==> src/hdl/fwk_pkg.sv <==
// fwk_pkg: shared types and constants for the fenwick range-sum block
// used by fwk_front, fwk_queue, fwk_back and the top level; no dependencies
`timescale 1ns / 1ps

package fwk_pkg;

  localparam int TABLE_SIZE_DEFAULT = 1024;

  // wide enough for an index or an index plus one at any table size in range
  localparam int PTR_W = 17;

  localparam int QUEUE_DEPTH = 2;

  localparam logic [10:0] ACTIVE_SIZE_RESET = 11'd1024;

  localparam logic [1:0] MODE_ADD    = 2'd0;
  localparam logic [1:0] MODE_REMOVE = 2'd1;
  localparam logic [1:0] MODE_QUERY  = 2'd2;

  typedef enum logic [1:0] {
    OP_ADD,
    OP_REMOVE,
    OP_QUERY,
    OP_ERROR
  } fwk_op_t;

  typedef struct packed {
    fwk_op_t            op;
    logic [PTR_W-1:0]   first;
    logic [PTR_W-1:0]   last_plus1;
    logic [31:0]        amount;
  } fwk_cmd_t;

  typedef enum logic [2:0] {
    ST_CLEAR,
    ST_IDLE,
    ST_ENTRY_RD,
    ST_ENTRY_WR,
    ST_TREE_RD,
    ST_TREE_WR,
    ST_QUERY_RD,
    ST_QUERY_ACC
  } fwk_state_t;

endpackage

==> src/hdl/fwk_queue.sv <==
// fwk_queue: short command queue between front and back
// decouples acceptance from execution; uses fwk_pkg
`timescale 1ns / 1ps

module fwk_queue (
  input  logic              clk,
  input  logic              rst,
  input  logic              push,
  input  fwk_pkg::fwk_cmd_t push_cmd,
  input  logic              pop,
  output fwk_pkg::fwk_cmd_t pop_cmd,
  output logic              empty,
  output logic              full
);
  import fwk_pkg::*;

  localparam int QP_W = (QUEUE_DEPTH > 1) ? $clog2(QUEUE_DEPTH) : 1;
  localparam int QC_W = $clog2(QUEUE_DEPTH + 1);
  localparam logic [QP_W-1:0] QP_LAST = QP_W'(QUEUE_DEPTH - 1);

  fwk_cmd_t        slots [QUEUE_DEPTH];
  logic [QP_W-1:0] wr_ptr;
  logic [QP_W-1:0] rd_ptr;
  logic [QC_W-1:0] count;
  logic            do_push;
  logic            do_pop;

  assign empty   = (count == '0);
  assign full    = (count == QC_W'(QUEUE_DEPTH));
  assign do_push = push && !full;
  assign do_pop  = pop && !empty;
  assign pop_cmd = slots[rd_ptr];

  always_ff @(posedge clk) begin
    if (do_push) begin
      slots[wr_ptr] <= push_cmd;
    end
  end

  always_ff @(posedge clk) begin
    if (rst) begin
      wr_ptr <= '0;
      rd_ptr <= '0;
      count  <= '0;
    end else begin
      if (do_push) begin
        wr_ptr <= (wr_ptr == QP_LAST) ? '0 : wr_ptr + QP_W'(1);
      end
      if (do_pop) begin
        rd_ptr <= (rd_ptr == QP_LAST) ? '0 : rd_ptr + QP_W'(1);
      end
      if (do_push && !do_pop) begin
        count <= count + QC_W'(1);
      end else if (do_pop && !do_push) begin
        count <= count - QC_W'(1);
      end
    end
  end

endmodule

==> config.mk <==
export PLATFORM = sky130hd
export DESIGN_NAME = fwk_queue
export DESIGN_NICKNAME = d
export VERILOG_FILES = /design/src/hdl/fwk_pkg.sv /design/src/hdl/fwk_queue.sv
export SDC_FILE = /design/constraint.sdc
export NUM_CORES = 1
export LEC_CHECK = 0
export ABC_AREA = 1
export BUFFER_PORTS_ARGS = -buffer_cell sky130_fd_sc_hd__buf_2
export CORE_MARGIN = 3
export CORE_UTILIZATION = 52
export DETAILED_ROUTE_END_ITERATION = 8
export PLACE_DENSITY = 0.79
export SETUP_SLACK_MARGIN = 0.2
export SYNTH_ARGS = -nofsm -noshare
export SYNTH_HDL_FRONTEND = slang
export SYNTH_SLANG_ARGS = --single-unit
==> constraint.sdc <==
create_clock -name clk -period 5.6 [get_ports clk]
set_input_delay 1.12 -clock clk [delete_from_list [all_inputs] [get_ports clk]]
set_output_delay 1.12 -clock clk [all_outputs]
set_load 0.02 [all_outputs]
# == Word level (Yosys, flattened, before mapping) ==
# Memories as Yosys holds them, arrays and structs flattened. A register that Yosys moved wholly into a read port is not among the register bits.
# Index checks and enable logic that the tools add are counted.
# word_totals
regBits,4
word_cells,27
ram_bits,136
input_bits,72
n_memories,1
output_inout_bits,70
# memory_table
name,depth,width,rd,rd_clocked_by_memory_dff,write_ports,line,source
slots,2,68,1,1,1,fwk_queue.sv:21,fwk_cmd_t slots [QUEUE_DEPTH];
# classes
addsub,4
mux,8
reduce_logical,10
eq_ne,1
# op_table
operator,count
two-way mux 1 bit,6
logical AND 1 bit,4
logical NOT 1 bit,4
two-way mux 2 bit,2
"adder 1 bit, second input constant",2
"adder 2 x 1 -> 2 bit, second input constant",1
"equality test 2 bit, second input constant",1
logical NOT 2 bit,1
nonzero test 2 bit,1
"subtractor 2 x 1 -> 2 bit, second input constant",1

# == Logic depth before layout (Yosys ltp) ==
# logic_depth
depth_word,7
depth_mapped,10
mapped_depth_nobuf,10

# == Worst setup path before layout ==
# OpenSTA, ideal clock, no wires.
# synth_path
path_type,input-to-reg
startpoint,in push
endpoint,"mem slots[0][0] (netlist name), enable pin"
path_slack_ns,1.039
t_arrival_ns,4.066
setup_time_ns,0.494
required_time_ns,5.106
path_buffers,0
path_stages,2
cell_sequence,o21ai_1 > nor2_1
# synth_via
elab_chain_cells,3
# synth_rtl
element,line,source
from (decl),fwk_queue.sv:8,"input logic push,"
logical AND 1 bit,fwk_queue.sv:30,assign do_push = push && !full;
two-way mux 1 bit,fwk_queue.sv:35,if (do_push) begin
two-way mux 1 bit (implied by the code),fwk_queue.sv:36,slots[wr_ptr] <= push_cmd;
to (decl),fwk_queue.sv:21,
# No other way between the ends.

==> flow_summary.toml <==
[clock_network]
clock_sinks = 141
clockRootBuffer = "sky130_fd_sc_hd__clkbuf_8"
clkLatencyLatePin_ps = 510
clkSlewWorstSetupHoldPaths_ps = 60
cts-hold-fix-buffers = 0
cts_tree = "done"
tritoncts.num_buffers = 17
ctsLongestPathBuffers = 2
count_of_h_tree_levels_built_during_cts = 4
cts_repair_resize_count = 0
cts_post_setup_buffers_inserted = 0

[grt]
met2_usage_pct = 27.6
met3_usage_in_global_routing_pct = 4.86
antenna_violations_before_repair = 1
grt-busiest-layer = "met2"
wire_length_of_the_first_global_routing_pass_um = 14000
first_global_vias = 2821
globalRouteMet1Util_pct = 20.1
grtUsageTotal_pct = 16.8
global_route.overflow_total = 0
maximum_number_of_pins_on_one_net_before_global_route_repair = 69

[die]
placement_rows = 36
design.die.area_sq_um = 11300
io-pin-count = 142
core_area_sq_um = 9770
die-width_um = 106
initial_utilization_pct = 53.6
die_height_um = 106

[cells_and_area]
syn2layout_area_growth_pct = 26.2
finalNetCount = 476
layout-drive-gt1-share_pct = 58.7
layoutNonFillerInstCount = 550

[critical_path]
reg2regPathDepth = 3
endpoint_kind = "output port"
end_of_the_worst_register_to_register_path = "slots[0][11]"
timing.critical_path.fanout_max = 68
r2r_slack_ps = 3110
crit_type = "reg -> out"
timing.critical_path.arrival_ps = 2140
worst_ep_required_time_ps = 4480
regToRegStartpoint = "count[0]"
crit_path_start_kind = "flip-flop"

[min_path]
timing.hold.worst.class = "reg -> reg"
min_delay_worst_endpoint = "wr_ptr"
worstHoldStart = "wr_ptr"
hold_path_depth = 2

[drt]
drtPass1Iterations = 4
num_vias = 2752
ant_nets = 0
routed_via_density = 5.00
drt_iter0_markers = 155
routed_wire_length_per_instance_um = 16.9
route.final.wire_length_um = 9300
drcViolationCount = 0

[synthesis]
yosysTopAreaCellShare_pct = 77.9
netlist_instances = 249
number_of_warning_messages_in_the_yosys_log = 0
syn-mean-instance-area_sq_um = 21.0
netlist_area_sq_um = 5240
ys_seq_area_share_pct = 79.8
synth_area_leader_cell = "sky130_fd_sc_hd__edfxtp_1"
number_of_synthesized_register_bits = 141
syn-num-nets = 322
ys_types = 17
netlist_top_cells_area = "sky130_fd_sc_hd__edfxtp_1, sky130_fd_sc_hd__mux2_2, sky130_fd_sc_hd__mux2_4"

[sta]
rsz0062_at_grt = "no"
final_number_of_setup_violating_endpoints = 0
final.period_utilization_pct = 58.2
max_freq_mhz = 307
finalSetupTns_ps = 0
slew_viol_final = 0
skew_ps = 7.65
worstMarginPinSlew_ps = 1180
final_period_minus_worst_setup_slack_ps = 3260
finalHoldViolations = 0
finalHoldWorstSlack_ps = 542
slew_headroom_pct = 20.9
finalWorstSetupSlack_ps = 2340

[placement]
place.detailed.instances = 517
io_buffers = 141
gp_congestion = 0.710
post-place-ws_ps = 2310
dp.final_hpwl_um = 6000

[power]
total_leakage_power_nw = 2.53
vdd_ir_drop_max_uv = 305
cellPowerDensity_nw_per_um2 = 478

[run]
maxCapViolCount = 0

[outcome]
run_status = "finished clean"
placed cells by master (no fill, tap or decap), drive strengths merged, types with 5 or more instances in the layout:
| master | Yosys | final |
|---|---|---|
| buf | 8 | 143 |
| clkbuf | 0 | 18 |
| clkinv | 0 | 6 |
| clkinvlp | 0 | 5 |
| dfxtp | 5 | 5 |
| edfxtp | 136 | 136 |
| inv | 9 | 11 |
| mux2 | 68 | 68 |
| nor2 | 9 | 9 |
| o21ai | 5 | 5 |
where the power goes:
group | total [mW] | leakage, nW | switching, mW | internal, mW
clock | 1.00 | 0.251 | 0.416 | 0.587
combinational | 0.724 | 0.972 | 0.417 | 0.307
sequential | 1.43 | 1.31 | 0.0976 | 1.34
total | 3.16 | 2.53 | 0.930 | 2.23
state kept, by name, summed over array words and instances (netlist names), named ones only:
register	cells
count	2
rd_ptr	1
slots	136
wr_ptr	1
area by class of cell:
cell class / instances / area, sq um
Tap cell: 133 / 166
Clock buffer: 18 / 418
Antenna cell: 1 / 2.50
Fill cell: 684 / 3160
Inverter: 9 / 33.8
Sequential cell: 141 / 4190
Timing Repair Buffer: 143 / 721
Clock inverter: 14 / 121
Multi-Input combinational cell: 91 / 965
cell usage after synthesis:
master,instances
sky130_fd_sc_hd__nand3_1,1
sky130_fd_sc_hd__edfxtp_1,136
sky130_fd_sc_hd__o21ai_0,4
sky130_fd_sc_hd__buf_6,2
sky130_fd_sc_hd__and2_1,1
sky130_fd_sc_hd__dfxtp_1,5
sky130_fd_sc_hd__ha_1,1
sky130_fd_sc_hd__mux2_2,48
sky130_fd_sc_hd__nand4_1,1
sky130_fd_sc_hd__buf_8,2
sky130_fd_sc_hd__mux2_4,20
sky130_fd_sc_hd__o21ai_1,1
sky130_fd_sc_hd__a21oi_1,1
sky130_fd_sc_hd__buf_2,4
sky130_fd_sc_hd__nor2_1,9
sky130_fd_sc_hd__nand2_1,4
sky130_fd_sc_hd__inv_1,9
worst max path at each step:
stage,end,depth (start not counted),startpoint,slack (ps)
floorplan,slots[0][0],2,push,1040
global placement,slots[0][56],4,push,2410
detailed placement,slots[0][66],4,push,2310
CTS,pop_cmd[62],2,flip-flop,2280
global route,pop_cmd[10],2,flip-flop,2200
finish,pop_cmd[47],2,flip-flop,2340
cell families after synthesis:
kind of cell / after synthesis / synth area share, %
simple gates: 16 / 1.27
flops: 141 / 79.8
fa+ha+maj: 1 / 0.239
buf+inv: 17 / 2.03
compound gates: 6 / 0.573
mux: 68 / 16.0
routing by layer:
metal,part of all wire [%],vias to the layer above
li1,-,1277
met4,1.2,0
met3,6.9,12
met1,41,1360
met2,51,103
met5,0,-
stage by stage:
step / cell area [sq um] / power, mW / utilization (%)
after CTS: 6610 / 3.19 / 67.7
after floorplan: 5240 / 1.96 / -
after global placement: 6070 / 2.16 / 62.1
after global routing: 6620 / 3.30 / 67.7
final: 6620 / 3.16 / 67.7
after detailed placement: 6070 / 2.19 / 62.1
critical path, cell delays in order, from the launching register on:
cell and delay, ps:
sky130_fd_sc_hd__dfxtp_4 1010, sky130_fd_sc_hd__mux2_2 430, sky130_fd_sc_hd__buf_2 170
(Power assumes the default switching activity.)
