### config.mk
export PLATFORM = sky130hd
export DESIGN_NAME = fwk_front
export DESIGN_NICKNAME = d
export VERILOG_FILES = /design/src/hdl/fwk_pkg.sv /design/src/hdl/fwk_front.sv
export SDC_FILE = /design/constraint.sdc
export NUM_CORES = 1
export LEC_CHECK = 0
export BUFFER_PORTS_ARGS = -buffer_cell sky130_fd_sc_hd__buf_2
export CAP_MARGIN = 20
export CELL_PAD_IN_SITES_DETAIL_PLACEMENT = 0
export CELL_PAD_IN_SITES_GLOBAL_PLACEMENT = 1
export CORE_MARGIN = 3
export CORE_UTILIZATION = 27
export DETAILED_ROUTE_END_ITERATION = 12
export PLACE_DENSITY_LB_ADDON = 0.1
export SLEW_MARGIN = 5
export SYNTH_ARGS = -nofsm -noshare
export SYNTH_HDL_FRONTEND = slang
export SYNTH_SLANG_ARGS = --single-unit
### constraint.sdc
create_clock -name clk -period 6.1 [get_ports clk]
set_input_delay 0.61 -clock clk [delete_from_list [all_inputs] [get_ports clk]]
set_output_delay 0.61 -clock clk [all_outputs]
set_load 0.01 [all_outputs]
### src/hdl/fwk_pkg.sv
// fwk_pkg: shared types and constants for the fenwick range-sum block
// used by fwk_front, fwk_queue, fwk_back and the top level; no dependencies
`timescale 1ns / 1ps

package fwk_pkg;

  localparam int TABLE_SIZE_DEFAULT = 1024;

  // wide enough for an index or an index plus one at any table size in range
  localparam int PTR_W = 17;

  localparam int QUEUE_DEPTH = 2;

  localparam logic [10:0] ACTIVE_SIZE_RESET = 11'd1024;

  localparam logic [1:0] MODE_ADD    = 2'd0;
  localparam logic [1:0] MODE_REMOVE = 2'd1;
  localparam logic [1:0] MODE_QUERY  = 2'd2;

  typedef enum logic [1:0] {
    OP_ADD,
    OP_REMOVE,
    OP_QUERY,
    OP_ERROR
  } fwk_op_t;

  typedef struct packed {
    fwk_op_t            op;
    logic [PTR_W-1:0]   first;
    logic [PTR_W-1:0]   last_plus1;
    logic [31:0]        amount;
  } fwk_cmd_t;

  typedef enum logic [2:0] {
    ST_CLEAR,
    ST_IDLE,
    ST_ENTRY_RD,
    ST_ENTRY_WR,
    ST_TREE_RD,
    ST_TREE_WR,
    ST_QUERY_RD,
    ST_QUERY_ACC
  } fwk_state_t;

endpackage

### src/hdl/fwk_front.sv
// fwk_front: size register, word acceptance and range checks
// turns each accepted word into a command for fwk_queue; uses fwk_pkg
`timescale 1ns / 1ps

module fwk_front #(
  parameter int TABLE_SIZE = fwk_pkg::TABLE_SIZE_DEFAULT
) (
  input  logic              clk,
  input  logic              rst,
  input  logic              cfg_we,
  input  logic [10:0]       cfg_wdata,
  input  logic              start,
  input  logic [1:0]        mode,
  input  logic [9:0]        first_index,
  input  logic [9:0]        last_index,
  input  logic [31:0]       amount,
  input  logic              q_full,
  input  logic              clearing,
  output logic              busy,
  output logic              push,
  output fwk_pkg::fwk_cmd_t cmd
);
  import fwk_pkg::*;

  localparam int N_W   = $clog2(TABLE_SIZE + 1);
  localparam int CMP_W = (N_W > 11) ? N_W : 11;

  logic [10:0]      active_size;
  logic [CMP_W-1:0] size_ext;
  logic [CMP_W-1:0] n_use;
  logic [CMP_W-1:0] lo;
  logic [CMP_W-1:0] hi;
  logic             lo_bad;
  logic             hi_bad;

  always_ff @(posedge clk) begin
    if (rst) begin
      active_size <= ACTIVE_SIZE_RESET;
    end else if (cfg_we) begin
      active_size <= cfg_wdata;
    end
  end

  // size in use saturates to 1..TABLE_SIZE
  always_comb begin
    size_ext = CMP_W'(active_size);
    if (size_ext == '0) begin
      n_use = CMP_W'(1);
    end else if (size_ext > CMP_W'(TABLE_SIZE)) begin
      n_use = CMP_W'(TABLE_SIZE);
    end else begin
      n_use = size_ext;
    end
  end

  assign lo     = CMP_W'(first_index);
  assign hi     = CMP_W'(last_index);
  assign lo_bad = (lo >= n_use);
  assign hi_bad = (hi >= n_use) || (hi < lo);

  assign busy = q_full || clearing;
  assign push = start && !busy;

  always_comb begin
    cmd.first      = PTR_W'(first_index);
    cmd.last_plus1 = PTR_W'(last_index) + PTR_W'(1);
    cmd.amount     = amount;
    case (mode)
      MODE_ADD: begin
        cmd.op = lo_bad ? OP_ERROR : OP_ADD;
      end
      MODE_REMOVE: begin
        cmd.op = lo_bad ? OP_ERROR : OP_REMOVE;
      end
      MODE_QUERY: begin
        cmd.op = (lo_bad || hi_bad) ? OP_ERROR : OP_QUERY;
      end
      default: begin
        cmd.op = OP_ERROR;
      end
    endcase
  end

endmodule

Word-level counts from Yosys, hierarchy flattened

Cells that the tools add are included.

Flip-flop bits (word level): 11
Input bits: 71
Logic and storage cells: 21

$add $sub $neg: 1
$lt $le $gt $ge: 4
Equality and inequality tests: 2
Muxes and demuxes: 6
Reductions and logical operators: 7

Operator list:

| cell                                                             | number |
|---|---|
| 10-bit by 11-bit greater-or-equal comparator with 1-bit output   | 2 |
| 11-bit two-way mux                                               | 2 |
| 10-bit by 1-bit adder with 11-bit output (second input constant) | 1 |
| 11-bit > comparator (second input constant)                      | 1 |
| 11-bit zero test                                                 | 1 |
| 10-bit less-than comparator                                      | 1 |
| 2-bit one-hot mux with 3 select lines                            | 1 |
| 2-bit two-way mux                                                | 2 |
| 1-bit logical OR                                                 | 3 |
| 2-bit by 1-bit == test with 1-bit output (second input constant) | 1 |
| 2-bit == test (second input constant)                            | 1 |
| 2-bit zero test                                                  | 1 |
| 1-bit logical AND                                                | 1 |
| 1-bit zero test                                                  | 1 |
| 1-bit two-way mux                                                | 1 |

Logic depth before layout (Yosys ltp)

Gate-level depths: netlist of the first run.

Depth in word-level cells: 8
Depth in mapped cells: 9

Least setup slack after synthesis of the first run

OpenSTA, ideal clock, no wires.

Kind: reg-to-output
Start point: register active_size[10]
End point: output cmd[66] (netlist name)
Data arrival time: 1.861 ns
Setup slack: 3.629 ns
Cell stages (with the launch flop): 9
Path buffers: 1
Path through: dfxtp_1 > inv_1 > clkbuf_1 > nand2_1 > ha_1 > a21o_1 > a211oi_2 > o22ai_1 > a2111o_1

RTL lines:

| element                | RTL line        | text |
|---|---|---|
| start, declared        | fwk_front.sv:28 | `logic [10:0] active_size;` |
| start signal, assigned | fwk_front.sv:40 | `active_size <= cfg_wdata;` |
| end, declared          | fwk_front.sv:21 | `output fwk_pkg::fwk_cmd_t cmd` |

==> results.txt, run 1 <==
- The pre-antenna-repair detailed-routing pass consisted of 4 iterations.
* Series of cell instances along the critical path: nor4_1 > a31oi_1 > nor2_1 > ha_1 > nor2b_1 > o21ai_0 > a21oi_1 > nor3_1 > a2111o_1 > buf_2
* Setup Crit Path Kind: flop to primary output
* Post-route insts no fill: 314
* Status: finished, final reports clean
- The most used flip-flop cell after synthesis is dfxtp_1.
* Vias per std cell: 4.22
- The die covers 7210 um^2.
- The number of antenna violations at the first check in global routing is 0.
- Counting both buffers and inverters, the worst setup path holds a total of 1.
- Data arrives at the worst endpoint at 2.32 ns.
* Max Clock Freq: 341 MHz
- Post-synthesis instance area: 1680 um^2
- The register with the most flip-flops in the final layout is active_size.
* Growth of design area from synthesis to finish: 4.46%
* Critical-path maximum fanout: 3
- In the final layout, the share of cells above drive strength 1 is 29.3%.
- The first global-routing pass estimated 6.61 mm of wire.
- CTS built an H-tree with a depth of 1.
- Post-DP HPWL: 3.51 mm
- Maximum cell stage delay along the critical path: 0.38 ns
- Input and output buffers added on the ports amount to 63.
* Number of global-route vias before repair: 1371
* Worst-case clock skew: 0 ns
- Mean Syn Cell Area: 7.71 um^2
- Minimum setup slack among reg-to-reg paths: 5.26 ns
- Setup repair after global routing missed its margin: false
- Across every metal layer, demand over resource in global routing totals 11.2%.
- The number of clock buffers added by TritonCTS is 3.
* Worst vdd ir: 0.106 mV
* CORE AREA: 5990 um^2
- Switching part of the total: 34.2%
- Entering global routing, the biggest net connects 13 pins.
- Registers with the most flip-flops: active_size x11
* Number of flip-flops and latches in the synthesized netlist: 11
- In the layout the commonest cells are buf_2, ha_1, nand2_1.
- Clock-pin slew on the worst setup and hold paths: 0.05 ns
- The final layout contains 341 nets.
- Registers are responsible for 32.4% of the overall power.
* Slowest stage cell, crit path: a2111o_1
- Once the floorplan was initialized, standard cells occupied 28.1% of the core.
- Ports placed on the boundary: 141
* Worst min-delay path category: flop to flop
- Worst Setup Start Kind: flop
- The clock reaches the later pin of the worst-skew pair after 0.24 ns.
* Power density over the cells: 140 nW/um^2
* Part of the total power dissipated in the clock network: 30.1%
* Final hold violation count: 0
- Leakage power summed over all cells: 0.000933 uW
* Post-synthesis async set-or-reset flop share: 0%
* Overall via count from detail_route: 1325
- Setup violations remaining at the end of the flow were counted as 0.
- Synthesized instance count: 218
* Combinational fraction of design power: 37.4%
- Once the clock tree was built, the setup fixing pass inserted 0 buffers.
* WL per Instance: 12.7 um
- The detailed router finished its first iteration with 31 violations.
- The repair_antennas step left the layout with diodes totalling 0.
- Total net switching power: 84.4 uW
- The congestion estimate from routability-driven global placement came to 0.726.
- Global routing finished with a remaining overflow of 0.
* Quantity of hold-fixing buffers added after cts: 0
* Post-route minimum period: 2.93 ns
* Cell internal pwr: 162 uW
- Final worst path period share: 48.1%
- Flip-flop count of the largest register, all copies and words added: 11
- The floorplan has 28 rows.
- Quantity of gates resized following cts: 0
- Number of distinct library cells after synthesis: 29
- Clock Sinks: 11
- In this design, the largest share of critical-path delay is due to compound AO/OA/AOI/OAI gates.
* Count of synthesis-stage warnings from yosys: 0
- Number of max-cap violations: 0
* Critical Path End Type: primary output
* Total instance count after detailed placement: 310
- Data on the critical path is required at its endpoint by 5.49 ns.
* Remaining number of nets flagged by the antenna check after routing: 0
- Most common library cell in the layout ignoring fill and taps: buf_2
- Count of flip-flops with a built-in enable after synthesis: 0
* TritonCTS clock tree: done
- Count of unresolved DRC violations after routing: 0
* Chip height: 84.9 um
* Final count of pins violating max slew: 0
- Post-detailed-routing wire length: 4.00 mm
- Maximum buffer depth of the clock tree: 2
- The cell sitting at the root of the clock tree is a clkbuf_8.
- Total Negative Setup Slacks: 0 ns
- Measured along the x axis, the die boundary spans 84.9 um.
- Final-layout fill cell count: 671
- Summing the sequential cell areas from Yosys gives 13.1% of the chip area.
[cells in the mapped netlist, types with 5 or more instances]
cell      n  share of area [%]
dfxtp_1  11                 13
a21oi_1  12                3.6
o21ai_0   6                1.8
buf_4    55                 25
nand3_1   8                2.4
nand2_1  19                4.2
mux2i_1  10                6.0
nor2_1   16                3.6
xnor2_1   5                2.6
ha_1     30                 22
inv_1    16                3.6
[area by class of cell]
| class | count | area, um^2 | area share, % |
|---|---|---|---|
| Sequential cell | 11 | 220 | 12.5 |
| Clock buffer | 3 | 41.3 | 2.35 |
| Inverter | 16 | 60.1 | 3.42 |
| Timing Repair Buffer | 63 | 315 | 17.9 |
| Tap cell | 75 | 93.8 | 5.34 |
| Clock inverter | 1 | 5.00 | 0.285 |
| Multi-Input combinational cell | 145 | 1020 | 58.1 |
[worst min-delay path, stage by stage, from the launching register on]
cell	delay [ns]
dfxtp_1	0.34
mux2i_1	0.07
nor2_1	0.07
[layer usage]
layer	part of all wire (%)	GRT usage [%]
met1	46	14.2
met2	46	19.0
met3	6.5	2.33
met4	1.2	3.74
met5	0	0
[power groups by stage]
stage | Combinational [uW] | Sequential [uW] | Clock (uW)
global placement | 95.7 | 81.3 | 0
CTS | 94.7 | 80.1 | 77.1
detailed placement | 94.3 | 81.6 | 0
floorplan | 87.4 | 80.1 | 0
global route | 107 | 80.5 | 84.1
finish | 92.2 | 80.0 | 74.2
[cell families after synthesis]
| group | after synthesis | share of synthesized area [%] |
|---|---|---|
| AND/OR/NAND/NOR | 57 | 15.5 |
| multiplexers | 10 | 5.95 |
| buffers and inverters | 74 | 28.9 |
| adder cells (fa/ha/maj) | 30 | 22.3 |
| flip-flops | 11 | 13.1 |
| XOR/XNOR | 8 | 4.17 |
| AO/OA/AOI/OAI | 27 | 9.90 |
| other | 1 | 0.223 |
[final timing paths]
path / start / to / cells past startpoint
worst max register to register: active_size[10] / active_size[10] / 2
worst min register to register: active_size[7] / active_size[7] / 2
worst max-delay path: active_size[6] / cmd[66] / 10
worst min-delay path: active_size[7] / active_size[7] / 2
[per-stage QoR]
step | hold slack (ns) | total power (uW) | util (%) | setup WS (ns) | instance area [um^2]
after CTS | 0.523 | 252 | 29.3 | 3.11 | 1760
after global routing | 0.568 | 272 | 29.3 | 2.92 | 1760
after global placement | 0.502 | 177 | 28.6 | 3.38 | 1710
final | 0.519 | 246 | 29.3 | 3.17 | 1760
after floorplan | 0.461 | 168 | - | 3.63 | 1730
after detailed placement | 0.504 | 176 | 28.6 | 3.38 | 1710
Note: power is estimated with default switching activity, not from simulation.
==> inputs of run 2 (changes only) <==
- CORE_UTILIZATION: 27 -> 25
- clock period: 6.1 -> 3 ns (I/O delays scaled with it)
==> run 2 against run 1 <==
  * Setup slack got worse by 2.9 ns
  * Sequential cell count is the same
  * Sequential share of layout area decreased by 0.053 points
  * Count of clock-buffer cells in the layout is 1 higher
  * Critical path depth did not move
  * First-iteration DRC count down 26%
  * Utilization down 1.9 points
  * Critical endpoint unchanged
  * Highest routed layer unchanged
==> results.txt, run 2 (synthesis gave the netlist of run 1 again) <==
- CTS H-tree lvls: 1 (unchanged)
- Traced cell by cell, the critical path runs through nor4_1 > a31oi_1 > nor2_1 > ha_1 > nor2b_1 > o21ai_0 > a21oi_1 > nor3_1 > a2111o_1 > buf_2.
- CORE AREA: 6420 um^2 (+7.2%)
- Registers with the most flip-flops: active_size x11
- Setup ws final: 0.248 ns (-2.92 ns)
- Total Negative Setup Slacks: 0 ns (unchanged)
* Clock root cell: clkbuf_8
- After layout, the worst path uses 91.7% of the clock period.
- Static timing analysis puts the maximum clock frequency at 363 MHz.
- DRT iter0 DRCs: 23 (-26%)
- Power density over the cells: 281 nW/um^2 (+100%)
* Wire length of the first global-routing pass: 6.22 mm (-6.0%)
* Minimum setup slack among reg-to-reg paths: 2.16 ns (-3.10 ns)
- Chip height: 88.0 um (+3.6%)
* Clock-pin slew on the worst setup and hold paths: 0.05 ns (about the same)
- The number of sinks on the clock net came to 11 (unchanged).
* Total GRT Usage: 9.99% (-1.2 points)
- The flip-flop count of the largest register after layout came to 11 (unchanged).
* Quantity of hold-fixing buffers added after cts: 0 (unchanged)
* Instance area after placement: 1710 um^2 (+0.15%)
- The total non-filler cell area in the finished layout came to 1760 um^2 (+0.43%).
- The final number of setup-violating endpoints is 0 (unchanged).
- Maximum cell stage delay along the critical path: 0.39 ns (about the same)
- Post-detailed-routing wire length: 3.91 mm (-2.3%)
- Maximum buffer depth of the clock tree: 2 (unchanged)
- The share of cells above drive strength 1 is 29.3% (unchanged).
* Starting density of the core: 26.2% (-1.9 points)
- The static power due to leakage is 0.000931 uW (-0.16%).
- WL per Instance: 12.4 um (-2.9%)
* Critical Path End Type: primary output
* GP Congestion: 0.701 (-3.5%)
- TritonCTS clock tree: done
* Quantity of gates resized following cts: 0 (unchanged)
* Count of buffers from port buffering: 63 (unchanged)
- The number of pins with negative max-slew slack in the final report was 0 (unchanged).
- The chip width was 88.0 um (+3.6%).
* Number of max-cap violations: 0 (unchanged)
- The remaining global-route overflow is 0 (unchanged).
* Most common library cell in the layout ignoring fill and taps: buf_2
- For this design, the slowest cell found on the critical path is a2111o_1.
- Count of unresolved DRC violations after routing: 0 (unchanged)
- The HPWL after detailed placement is 3.43 mm (-2.3%).
* Arrival time at the worst endpoint: 2.45 ns (+0.13 ns)
* Initial antenna violation count: 0 (unchanged)
- The number of buffers added for setup after CTS came to 0 (unchanged).
- Final hold violation count: 0 (unchanged)
* Final net count: 341 (unchanged)
* Number of antenna diodes: 0 (unchanged)
* Setup Crit Path Kind: flop to primary output
- The number of global-route vias before repair came to 1296 (-5.5%).
* Post-route minimum period: 2.75 ns
- Overall via count from detail_route: 1345 (+1.5%)
- The sum of internal, switching and leakage power was 496 uW (+100%).
- The largest vdd supply drop came to 0.265 mV (+150%).
- Critical-path maximum fanout: 3 (unchanged)
* Most flops, register: active_size
- Worst-Skew Late Latency: 0.23 ns (about the same)
* Worst-case clock skew: 0 ns (unchanged)
- Worst Setup Start Kind: flop
- The floorplan die area was 7750 um^2 (+7.4%).
* Endpoint required time on the critical path: 2.70 ns (-2.79 ns)
- The placement row count came to 29 (+3.6%).
- Worst min-delay path category: input pin to flop
* Cts bufs inserted: 3 (unchanged)
* Setup repair after global routing missed its margin: false
- The antenna violation net count after detailed routing came to 0 (unchanged).
- The maximum number of pins on one net before global-route repair is 13 (unchanged).
- Leaving out fill and tap cells, the most frequent cells in the layout are buf_2, ha_1, nand2_1.
- The share of the core filled with cells in the final layout came to 27.5% (-1.9 points).
- Worst setup timing slack at the placement stage: 0.402 ns (-2.98 ns)
* Number of search-and-repair iterations in the first detailed-routing pass: 4 (unchanged)
- Status: finished, final reports clean
- Growth of design area from synthesis to finish: 4.91%
- Ports placed on the boundary: 141 (unchanged)
- The via density per instance came to 4.26 (+0.87%).
-- run 2: power by group --
group / leakage (uW) / switching (uW) / internal (uW)
Combinational: 0.000817 / 105 / 83.5
Clock: 0.0000228 / 51.7 / 93.0
Sequential: 0.0000909 / 8.13 / 156
-- run 2: per-layer routing --
| metal | wire length [um] | share of wire, % | vias to the layer above | global-route usage (%) |
|---|---|---|---|---|
| li1 | - | - | 714 | - |
| met1 | 1890 | 48 | 574 | 13.5 |
| met2 | 1730 | 44 | 51 | 16.5 |
| met3 | 251 | 6.4 | 6 | 1.13 |
| met4 | 31 | 0.79 | 0 | 3.30 |
| met5 | 0 | 0 | - | 0 |
-- run 2: stage by stage --
stage / hold slack [ns] / std cells
2_1_floorplan: 0.422 / 230
3_3_place_gp: 0.479 / 312
3_5_place_dp: 0.488 / 312
4_1_cts: 0.294 / 316
5_1_grt: 0.305 / 316
6_report: 0.297 / 316
-- run 2: worst max-delay path, delay by kind of cell, from the launching register on --
family                   cells  cell delay (ns)
AO/OA/AOI/OAI                4             0.79
buffers and inverters        1             0.15
adder cells (fa/ha/maj)      1             0.27
AND/OR/NAND/NOR              4             0.70
flip-flops                   1             0.32
-- run 2: layout make-up --
class	count	area, um^2
sequential	11	220
clock buffer	4	45.0
fill	711	4660
timing repair buffer	63	315
multi-input combinational	145	1030
inverter	16	60.1
tap	77	96.3
-- run 2: final timing paths --
| check | startpoint | to | cells after the start |
|---|---|---|---|
| worst min register to register | active_size[0] | active_size[0] | 2 |
| worst max register to register | active_size[10] | active_size[10] | 2 |
| worst min-delay path | cfg_wdata[10] | active_size[10] | 3 |
| worst max-delay path | active_size[6] | cmd[66] | 10 |
==> inputs of run 3 (changes only) <==
- RECOVER_POWER: default -> 25
- clock period: 3 -> 2.6 ns (I/O delays scaled with it)
==> run 3 against run 2 <==
  * Wire length is 1.2% higher
  * Sequential cell count unchanged
  * Die area is the same
  * Non-clock buffer count up 4
  * Final cell count rose by 1.3%
  * Count of clock-buffer cells in the layout stayed put
  * Cell area increased by 4.3%
  * Clock skew unchanged
  * First-iteration DRC count fell by 17%
  * Clock power rose by 17%
  * Critical endpoint unchanged
==> results.txt, run 3 (synthesis gave the netlist of run 1 again) <==
- Most common library cell in the layout ignoring fill and taps: buf_2
- Number of max-cap violations: 0 (unchanged)
* Registers with the most flip-flops: active_size x11
- Part of the total power dissipated in the clock network: 28.5% (-0.6 points)
- The number of global-route vias before repair was 1327 (+2.4%).
- Clock-pin slew on the worst setup and hold paths: 0.05 ns (about the same)
* Post-Route Hold Slack: 0.252 ns (-0.0446 ns)
* Final-layout fill cell count: 712 (+0.14%)
- Arrival time at the worst endpoint: 2.30 ns (-0.15 ns)
- TritonCTS clock tree: done
- The antenna diode count is 0 (unchanged).
* Flip-flop count of the largest register, all copies and words added: 11 (unchanged)
- Most flops, register: active_size
- The number of pins with negative max-slew slack in the final report was 0 (unchanged).
* Design Power: 592 uW (+19%)
- The count of nets after finishing was 345 (+1.2%).
* Starting density of the core: 26.2% (unchanged)
- Worst R2R Path Depth: 3 (+1)
- WL per Instance: 12.4 um (about the same)
- Setup repair after global routing could not meet its margin everywhere.
* Maximum buffer depth of the clock tree: 2 (unchanged)
* Wire length of the first global-routing pass: 6.25 mm (+0.56%)
- The port buffer count is 63 (unchanged).
- The switching power summed over all nets was 198 uW (+20%).
- Critical-path maximum fanout: 11 (+8)
- The worst setup path is launched from a flop.
- Clock Sinks: 11 (unchanged)
- The worst setup path is of the flop to primary output kind.
- Vias per std cell: 4.26 (about the same)
- The floorplan die area was 7750 um^2 (unchanged).
- The endpoint required time on the critical path was 2.34 ns (-0.36 ns).
- Remaining Overflow, GRT: 0 (unchanged)
* Overall via count from detail_route: 1362 (+1.3%)
* Growth of design area from synthesis to finish: 9.37%
* Instance area after placement: 1710 um^2 (unchanged)
- CTS H-tree lvls: 1 (unchanged)
* Count of unresolved DRC violations after routing: 0 (unchanged)
- The number of buffers added by the clock tree synthesis step is 3 (unchanged).
* Number of placement rows: 29 (unchanged)
* Initial antenna violation count: 0 (unchanged)
- In the layout the commonest cells are buf_2, ha_1, nand2_1.
* Setup ws final: 0.0374 ns (-0.210 ns)
- Number of search-and-repair iterations in the first detailed-routing pass: 4 (unchanged)
- The sum of routed wire length over all layers is 3.95 mm (+1.2%).
- After layout, the minimum clock period comes to 2.56 ns.
* Post-DP HPWL: 3.43 mm (about the same)
* Power density over the cells: 322 nW/um^2 (+14%)
- Status: finished, final reports clean
- The clock latency on the worst-skew pair is 0.23 ns (about the same).
- Worst min-delay path category: input pin to flop
* Max Clock Freq: 390 MHz
- Portion of total power attributed to sequential cells: 32.3% (-0.7 points)
- The fraction of power spent switching nets was 33.4% (+0.28 points).
- The worst path uses 98.6% of the clock period.
- Cell internal pwr: 394 uW (+19%)
- The total non-filler cell area in the finished layout is 1840 um^2 (+4.3%).
- The global placer's final weighted congestion is 0.697 (-0.61%).
- The placement-stage worst setup slack came to 0.0265 ns (-0.375 ns).
* Chip width: 88.0 um (unchanged)
- The part of the power in combinational logic was 39.2% (+1.3 points).
* DRT iter0 DRCs: 19 (-17%)
- Number of endpoints failing setup at the final stage: 0 (unchanged)
- The total global-route track usage was 10.1% (+0.096 points).
* Chip height: 88.0 um (unchanged)
- The number of I/O pins came to 141 (unchanged).
- Worst vdd ir: 0.225 mV (-15%)
- The share of cells above drive strength 1 came to 33.3% (+4.0 points).
- The antenna violation net count after detailed routing is 0 (unchanged).
- The final clock skew came to 0 ns (unchanged).
- The worst setup path is captured at a primary output.
- The worst hold path stage count is 3 (unchanged).
- Clock root cell: clkbuf_8
* CORE AREA: 6420 um^2 (unchanged)
- Pin count of the biggest net entering global routing: 13 (unchanged)
- The hold-fix buffer count after cts was 0 (unchanged).
- Leakage power summed over all cells: 0.000953 uW (+2.3%)
- The final number of hold-violating endpoints was 0 (unchanged).
* Final standard cell utilization of the core: 28.6% (+1.2 points)
run 3: critical path, stage by stage (launching register included):
cell	delay [ns]
dfxtp_1	0.42
clkinvlp_4	0.23
nand2_1	0.16
ha_1	0.25
a21o_1	0.17
a211oi_2	0.21
o22ai_1	0.09
a2111o_1	0.40
buf_2	0.15
run 3: power by group through the flow:
stage	sequential (uW)	clock (uW)	combinational, uW
2_1_floorplan	188	0	205
3_3_place_gp	191	0	225
3_5_place_dp	191	0	222
4_1_cts	190	175	233
5_1_grt	192	184	269
6_report	191	169	232
run 3: path summary, 6_finish.rpt:
| path | from | endpoint | slack, ns |
|---|---|---|---|
| max reg2reg | active_size[10] | active_size[10] | 1.55 |
| min | cfg_wdata[10] | active_size[10] | 0.25 |
| max | active_size[10] | cmd[66] | 0.04 |
| min reg2reg | active_size[0] | active_size[0] | 0.50 |
run 3: area by class of cell:
class	instances	area (um^2)	share of cell area, %
Tap cell	77	96.3	5.24
Clock buffer	4	45.0	2.45
Sequential cell	11	225	12.2
Inverter	16	63.8	3.47
Timing Repair Buffer	67	352	19.1
Multi-Input combinational cell	145	1060	57.5
run 3: what timing repair did:
action,in CTS,in global routing
pin swaps,12,2
resized for setup,11,3
setup endpoints to repair,2,2
buffers inserted,1,3
run 3: stage by stage:
step                      cells  setup TNS (ns)
final                       320               0
after global routing        320          -0.135
after CTS                   317         -0.0650
after detailed placement    312               0
after global placement      312               0
after floorplan             230               0
run 3: metal layers:
layer	GRT usage, %	up-vias	share of wire [%]
met5	0	-	0
met4	3.85	0	0.86
met3	1.41	6	7.0
met2	16.7	47	46
met1	13.3	590	46
li1	-	719	-
